===== src/dds_pkg.sv =====
// Shared constants for the decimal digit store adder.
// No dependencies; imported by the top level and its port checker.
`timescale 1ns / 1ps

package dds_pkg;

  // Number of decimal digits held in the store.
  localparam int DIGITS = 10;

  // Field widths of the input and result beats.
  localparam int DIG_W  = 4;
  localparam int NUM_W  = 31;
  localparam int POS_W  = 4;
  localparam int VAL_W  = 4;
  localparam int PACK_W = 40;
  localparam int CNTO_W = 4;

  // Internal widths that follow from the store depth and the number width.
  localparam int CNT_W  = $clog2(DIGITS + 1);
  localparam int IDX_W  = $clog2(DIGITS);
  localparam int BIT_W  = $clog2(NUM_W);

  // Digits that appear in the packed result.
  localparam int SHOWN  = (DIGITS < 10) ? DIGITS : 10;

  // Largest value a digit or the added value may take.
  localparam logic [DIG_W-1:0] DIGIT_MAX = DIG_W'(9);

  typedef logic [DIG_W-1:0] digit_t;

  localparam logic KIND_LOAD = 1'b0;
  localparam logic KIND_ADD  = 1'b1;

endpackage


===== src/decimal_digit_store_adder.sv =====
// Top level of the decimal digit store adder: binary load and decimal add.
// Depends on dds_pkg for widths, the store depth and the item kinds.
`timescale 1ns / 1ps

// The block keeps a store of DIGITS decimal digits and a digit count.
// Input channel (in_valid / in_ready): one beat carries kind, number,
// position and add_value. Kind load converts number to decimal and replaces
// the store; kind add adds add_value (limited to 9) at digit position and
// ripples the decimal carry upward. Every input beat yields exactly one
// result beat on the output channel (out_valid / out_ready) that carries the
// packed store, the digit count and an overflow flag.
//
// Sequencing: a load shifts number in one bit per cycle through a shift-and-
// adjust BCD converter, then scans the digits one per cycle to find the
// count. An add visits one digit per cycle from position until the carry
// dies or the top digit is passed. An add at a position outside the store
// leaves the store unchanged. Each result is registered once the output
// register is free, and the next beat can be taken in the cycle after a
// result is registered.
//
// One item is worked on at a time; in_ready is high only while the block
// waits for an item. The result sits in an output register, so the next
// item is taken while an earlier result still waits for the receiver. If the
// receiver stalls and a new result is finished, the block holds it until the
// output register frees up. Reset empties the store, clears the count and
// drops any pending result.
module decimal_digit_store_adder (
  input  logic                        clk,
  input  logic                        rst,
  input  logic                        in_valid,
  output logic                        in_ready,
  input  logic                        kind,
  input  logic [dds_pkg::NUM_W-1:0]   number,
  input  logic [dds_pkg::POS_W-1:0]   position,
  input  logic [dds_pkg::VAL_W-1:0]   add_value,
  output logic                        out_valid,
  input  logic                        out_ready,
  output logic [dds_pkg::PACK_W-1:0]  packed_digits,
  output logic [dds_pkg::CNTO_W-1:0]  digit_count,
  output logic                        overflow
);
  import dds_pkg::*;

  localparam logic [2:0] ST_IDLE = 3'd0;
  localparam logic [2:0] ST_CONV = 3'd1;
  localparam logic [2:0] ST_SCAN = 3'd2;
  localparam logic [2:0] ST_ADD  = 3'd3;
  localparam logic [2:0] ST_FIN  = 3'd4;

  logic [2:0]       state;
  digit_t           digits [DIGITS];
  logic [CNT_W-1:0] cnt;
  logic [NUM_W-1:0] shreg;
  logic [BIT_W-1:0] bitcnt;
  logic [IDX_W-1:0] idx;
  digit_t           carry;
  logic             ovf;

  // Shift-and-adjust step of the binary to BCD converter.
  digit_t           adj     [DIGITS];
  digit_t           dd_next [DIGITS];
  logic             dd_out;

  // Digit add step.
  digit_t           cur;
  logic [DIG_W:0]   sum;
  digit_t           sum_digit;
  logic             sum_carry;
  digit_t           clamped;

  logic [PACK_W-1:0] packed_now;
  logic              fin_take;

  assign in_ready = (state == ST_IDLE);
  assign fin_take = (state == ST_FIN) && (!out_valid || out_ready);

  always_comb begin
    for (int i = 0; i < DIGITS; i++) begin
      adj[i] = (digits[i] >= DIG_W'(5)) ? digits[i] + DIG_W'(3) : digits[i];
    end
    for (int i = 0; i < DIGITS; i++) begin
      if (i == 0) begin
        dd_next[i] = {adj[i][DIG_W-2:0], shreg[NUM_W-1]};
      end else begin
        dd_next[i] = {adj[i][DIG_W-2:0], adj[i-1][DIG_W-1]};
      end
    end
    dd_out = adj[DIGITS-1][DIG_W-1];
  end

  always_comb begin
    cur = digits[idx];
    sum = {1'b0, cur} + {1'b0, carry};
    if (sum > {1'b0, DIGIT_MAX}) begin
      sum_digit = DIG_W'(sum - (DIG_W+1)'(10));
      sum_carry = 1'b1;
    end else begin
      sum_digit = sum[DIG_W-1:0];
      sum_carry = 1'b0;
    end
    clamped = (add_value > DIGIT_MAX) ? DIGIT_MAX : add_value;
  end

  always_comb begin
    packed_now = '0;
    for (int i = 0; i < SHOWN; i++) begin
      packed_now[i*DIG_W +: DIG_W] = digits[i];
    end
  end

  always_ff @(posedge clk) begin
    if (rst) begin
      state     <= ST_IDLE;
      cnt       <= '0;
      out_valid <= 1'b0;
      for (int i = 0; i < DIGITS; i++) begin
        digits[i] <= '0;
      end
    end else begin
      // A finished result fills the output register when it is empty or as the old beat leaves.
      if (fin_take) begin
        out_valid <= 1'b1;
      end else if (out_valid && out_ready) begin
        out_valid <= 1'b0;
      end

      unique case (state)
        ST_IDLE: begin
          if (in_valid) begin
            ovf <= 1'b0;
            if (kind == KIND_LOAD) begin
              for (int i = 0; i < DIGITS; i++) begin
                digits[i] <= '0;
              end
              shreg  <= number;
              bitcnt <= '0;
              state  <= ST_CONV;
            end else if (32'(position) >= 32'(DIGITS)) begin
              state <= ST_FIN;
            end else begin
              idx   <= IDX_W'(position);
              carry <= clamped;
              state <= ST_ADD;
            end
          end
        end

        ST_CONV: begin
          for (int i = 0; i < DIGITS; i++) begin
            digits[i] <= dd_next[i];
          end
          shreg <= {shreg[NUM_W-2:0], 1'b0};
          if (dd_out) begin
            ovf <= 1'b1;
          end
          if (bitcnt == BIT_W'(NUM_W - 1)) begin
            idx   <= '0;
            cnt   <= '0;
            state <= ST_SCAN;
          end else begin
            bitcnt <= bitcnt + BIT_W'(1);
          end
        end

        ST_SCAN: begin
          if (cur != '0) begin
            cnt <= CNT_W'(idx) + CNT_W'(1);
          end
          if (idx == IDX_W'(DIGITS - 1)) begin
            state <= ST_FIN;
          end else begin
            idx <= idx + IDX_W'(1);
          end
        end

        ST_ADD: begin
          digits[idx] <= sum_digit;
          // The count only grows on an add; a digit that turns nonzero
          // above the count raises it.
          if (sum_digit != '0 && (CNT_W'(idx) + CNT_W'(1)) > cnt) begin
            cnt <= CNT_W'(idx) + CNT_W'(1);
          end
          if (!sum_carry) begin
            state <= ST_FIN;
          end else if (idx == IDX_W'(DIGITS - 1)) begin
            ovf   <= 1'b1;
            state <= ST_FIN;
          end else begin
            idx   <= idx + IDX_W'(1);
            carry <= DIG_W'(1);
          end
        end

        ST_FIN: begin
          if (fin_take) begin
            packed_digits <= packed_now;
            digit_count   <= (32'(cnt) > 32'd15) ? CNTO_W'(15) : CNTO_W'(cnt);
            overflow      <= ovf;
            state         <= ST_IDLE;
          end
        end

        default: begin
          state <= ST_IDLE;
        end
      endcase
    end
  end

endmodule


===== config.mk =====
export PLATFORM = sky130hd
export DESIGN_NAME = decimal_digit_store_adder
export DESIGN_NICKNAME = d
export VERILOG_FILES = /design/src/dds_pkg.sv /design/src/decimal_digit_store_adder.sv
export SDC_FILE = /design/constraint.sdc
export NUM_CORES = 1
export LEC_CHECK = 0
export ABC_AREA = 1
export BUFFER_PORTS_ARGS = -buffer_cell sky130_fd_sc_hd__buf_2
export CAP_MARGIN = 25
export CORE_MARGIN = 5
export CORE_UTILIZATION = 59
export CTS_CLUSTER_DIAMETER = 80
export CTS_CLUSTER_SIZE = 28
export DETAILED_ROUTE_END_ITERATION = 8
export PLACE_DENSITY = 0.88
export RECOVER_POWER = 100
export SKIP_LAST_GASP = 1
export SLEW_MARGIN = 10
export SYNTH_ARGS = -nofsm -noshare
export SYNTH_HDL_FRONTEND = slang
export SYNTH_SLANG_ARGS = --single-unit
export TNS_END_PERCENT = 1

===== constraint.sdc =====
create_clock -name clk -period 5.6 [get_ports clk]
set_input_delay 1.4 -clock clk [delete_from_list [all_inputs] [get_ports clk]]
set_output_delay 1.4 -clock clk [all_outputs]
set_load 0.02 [all_outputs]

==> flow_metrics.py <==
metrics = {
    "critical_path": {
        "crit_type": "flip-flop to flip-flop",
        "cp_cell_sequence": "clkbuf_1, o211ai_1, nand3_1, nand3_1, nand2_1, ha_1, inv_1, fa_1, nand2_1, nand2_4, ha_1, inv_1, nor2_1, a21oi_4, nand2_4, nand2_4, nand2_1, nand2_1, clkinv_1, o21ai_0",
        "crit_fanout": 23,
        "end_kind": "flip-flop",
        "worst-endpoint-arrival_ns": 4.99,
        "required_ns": 5.87,
        "worst_path_most_repeated_cell": "nand2_1",
        "cpPeakStageDelay_ns": 0.77,
        "slowest_stage": "dfxtp_1",
        "cp-start-kind": "flip-flop",
    },
    "clocking": {
        "root_buffer": "clkbuf_16",
        "cts_sinks": 166,
        "clockBufferDepth": 2,
        "cts_buffers": 17,
        "cts_tree": "yes",
        "cts_max_level": 4,
        "insertion_delay_ns": 0.45,
        "path_clk_slew_ns": 0.07,
        "post_cts_buffers": 0,
        "cts_hold_buf": 0,
        "cts_resized": 0,
    },
    "timing": {
        "slew_headroom_pct": -54.6,
        "rsz0062_at_grt": "no",
        "fin_crit_ns": 4.73,
        "drv_slew": 80,
        "fin_skew_ns": 0.0187,
        "final-setup-viol-count": 0,
        "hold_viol": 0,
        "fmax_mhz": 212,
        "layout_setup_ws_ns": 0.874,
        "tightest_slew_ns": 2.31,
        "period_share_pct": 84.4,
        "finalSetupTns_ns": 0,
    },
    "synth": {
        "ys_ff_latch": 166,
        "synth_cells": 890,
        "synth-compound-area-share_pct": 10.1,
        "synth_top_area_share_pct": 53.6,
        "synth_mux_area_share_pct": 0,
        "synth_most_common_cell": "nand2_1",
        "synth_ff_type": "edfxtp_1",
        "synth_simple_gate_area_share_pct": 20.2,
        "synth_fp_nets": 970,
        "ys_top_cells_by_area": "edfxtp_1 54%, nand2_1 9.8%, ha_1 5.1%, inv_1 4.2%, nand3_1 3.1%",
        "yosysTopAreaCell": "edfxtp_1",
        "async_reset_ff_share_pct": 0,
        "synth.avg_cell_area_sq_um": 9.69,
        "synth_top_family_by_area": "simple AND/OR/NAND/NOR gates",
        "synth.distinct_cells": 47,
        "yosysWarnings": 0,
        "synth_xor_xnor_area_share_pct": 1.22,
        "synth_edf_count": 154,
        "syn_area_sq_mm": 0.00863,
        "netlist_top_cells_count": "226 x nand2_1, 154 x edfxtp_1, 96 x inv_1, 72 x nor2_1, 54 x nand3_1",
        "synth_fa_ha_area_share_pct": 5.31,
        "ys_seq_area_share_pct": 56.4,
    },
    "die": {
        "die_area_sq_mm": 0.0171,
        "start_util_pct": 59.8,
        "die_height_um": 131,
        "ioPinCount": 91,
        "die_w_um": 131,
        "coreArea_sq_mm": 0.0144,
        "row_count": 44,
    },
    "global_route": {
        "grt_pass1_vias": 6343,
        "overflow": 0,
        "grt_start_max_net_pins": 42,
        "grt_pass1_wl_um": 31500,
        "gr-usage-all-layers_pct": 23.8,
        "antenna_found_initial": 0,
    },
    "power": {
        "switching_share_pct": 43.2,
        "power-per-cell-area_mw_per_mm2": 578,
        "p_comb_share_pct": 42.7,
        "p_int_w": 0.00317,
        "power_frac_clock_pct": 22.0,
        "leakagePower_nw": 4.03,
        "ir_drop_mv": 0.346,
        "p_seq_share_pct": 35.3,
        "power.switching_w": 0.00241,
    },
    "layout": {
        "drive_above_1_share_pct": 11.2,
        "fin_cells": 1178,
        "final_util_pct": 67.1,
        "syn2layout_area_growth_pct": 12.1,
        "design_area_sq_mm": 0.00967,
        "diodes": 0,
        "fin_nets": 1061,
    },
    "place": {
        "place_ws_ns": 1.48,
        "io_buffers": 90,
        "place_area_sq_mm": 0.00919,
        "place_hpwl_um": 13700,
        "place_congestion": 0.927,
        "place_inst": 1146,
    },
    "routing": {
        "drtIter0Drc": 776,
        "dr.pass1.iters": 7,
        "drtAntennaViolNets": 0,
        "wl_per_cell_um": 16.7,
        "wl_met3_um": 1670,
        "postRouteWirelength_um": 19700,
        "dr.max_layer_used": "met4",
        "drc": 0,
        "drt-vias-per-instance": 5.72,
        "wl_met1_um": 7850,
        "wl_met2_um": 9600,
        "dr_total_vias": 6744,
    },
    "flow_run": {
        "drv_cap": 2,
    },
    "run_status": {
        "violations": "capacitance limit, slew limit",
        "status": "finished, violations left",
    },
    "hold_path": {
        "hp-class": "flip-flop to flip-flop",
    },
}
cell type report:
| class | instances | area [sq um] |
|---|---|---|
| fill | 1096 | 4750 |
| clock inverter | 15 | 191 |
| sequential | 166 | 4860 |
| tap | 184 | 230 |
| timing repair buffer | 94 | 409 |
| inverter | 114 | 433 |
| multi-input combinational | 588 | 3120 |
| clock buffer | 17 | 425 |
stage by stage:
stage / hold slack, ns / power (W)
after global placement: 0.402 / 0.00427
after detailed placement: 0.406 / 0.00437
after floorplan: 0.400 / 0.00377
after global routing: 0.418 / 0.00593
after CTS: 0.416 / 0.00562
final: 0.413 / 0.00559
metal layers:
| metal | track usage [%] | vias to the layer above |
|---|---|---|
| met5 | 0 | - |
| li1 | - | 3211 |
| met2 | 39.3 | 369 |
| met3 | 5.24 | 58 |
| met1 | 30.4 | 3106 |
| met4 | 10.5 | 0 |
critical path, delay by kind of cell, from the launching register on:
family	cells	cell delay, ns
buffers and inverters	4	1.26
AND/OR/NAND/NOR	10	1.03
adder cells (fa/ha/maj)	3	0.82
flip-flops	1	0.77
AO/OA/AOI/OAI	3	0.64
registers in the layout, summed over array words and instances, names as in the netlist, named ones only:
signal / count
digits: 64
packed_digits: 40
shreg: 31
bitcnt: 5
carry: 4
cnt: 4
digit_count: 4
idx: 4
state: 3
out_valid: 1
overflow: 1
ovf: 1
final timing paths:
kind         slack [ns]  depth (start not counted)       from            to
min reg2reg        0.41                          0        ovf      overflow
max reg2reg        0.87                         20  flip-flop  digits[8][3]
max                0.87                         20  flip-flop  digits[8][3]
min                0.41                          0        ovf      overflow
cell families after synthesis:
group / Yosys count
and+or+nand+nor: 396
DFF: 166
AOI/OAI and AO/OA: 144
buffers and inverters: 136
adders and majority gates: 36
xor gates and xnor gates: 12
cells in the final DEF (no fill, tap or decap), types with 2 or more instances in the layout:
master	instances
nand2_1	233
edfxtp_1	154
inv_1	98
nor2_1	76
o21ai_0	60
nand3_1	54
clkbuf_1	51
buf_2	42
ha_1	35
a21oi_1	22
clkbuf_16	17
o22ai_1	15
o32ai_1	12
dfxtp_1	12
o211ai_1	11
xor2_1	11
inv_2	10
o21ai_1	9
nor3_1	5
nor2_2	5
inv_6	5
nand2_4	4
clkinv_1	4
or2_2	4
nand2_2	3
a31oi_1	3
nand4_1	3
bufinv_16	3
clkinv_4	3
inv_4	2
nand3_2	2
a21oi_4	2
nor2_4	2
a211oi_1	2
o2bb2ai_1	2
clkinvlp_4	2
power groups by stage:
| stage | registers [W] | logic [W] | clock network [W] |
|---|---|---|---|
| after global placement | 0.00198 | 0.00230 | 0 |
| after global routing | 0.00199 | 0.00265 | 0.00128 |
| after CTS | 0.00197 | 0.00242 | 0.00124 |
| after floorplan | 0.00192 | 0.00185 | 0 |
| after detailed placement | 0.00199 | 0.00239 | 0 |
| final | 0.00197 | 0.00239 | 0.00123 |
(Power assumes the default switching activity.)
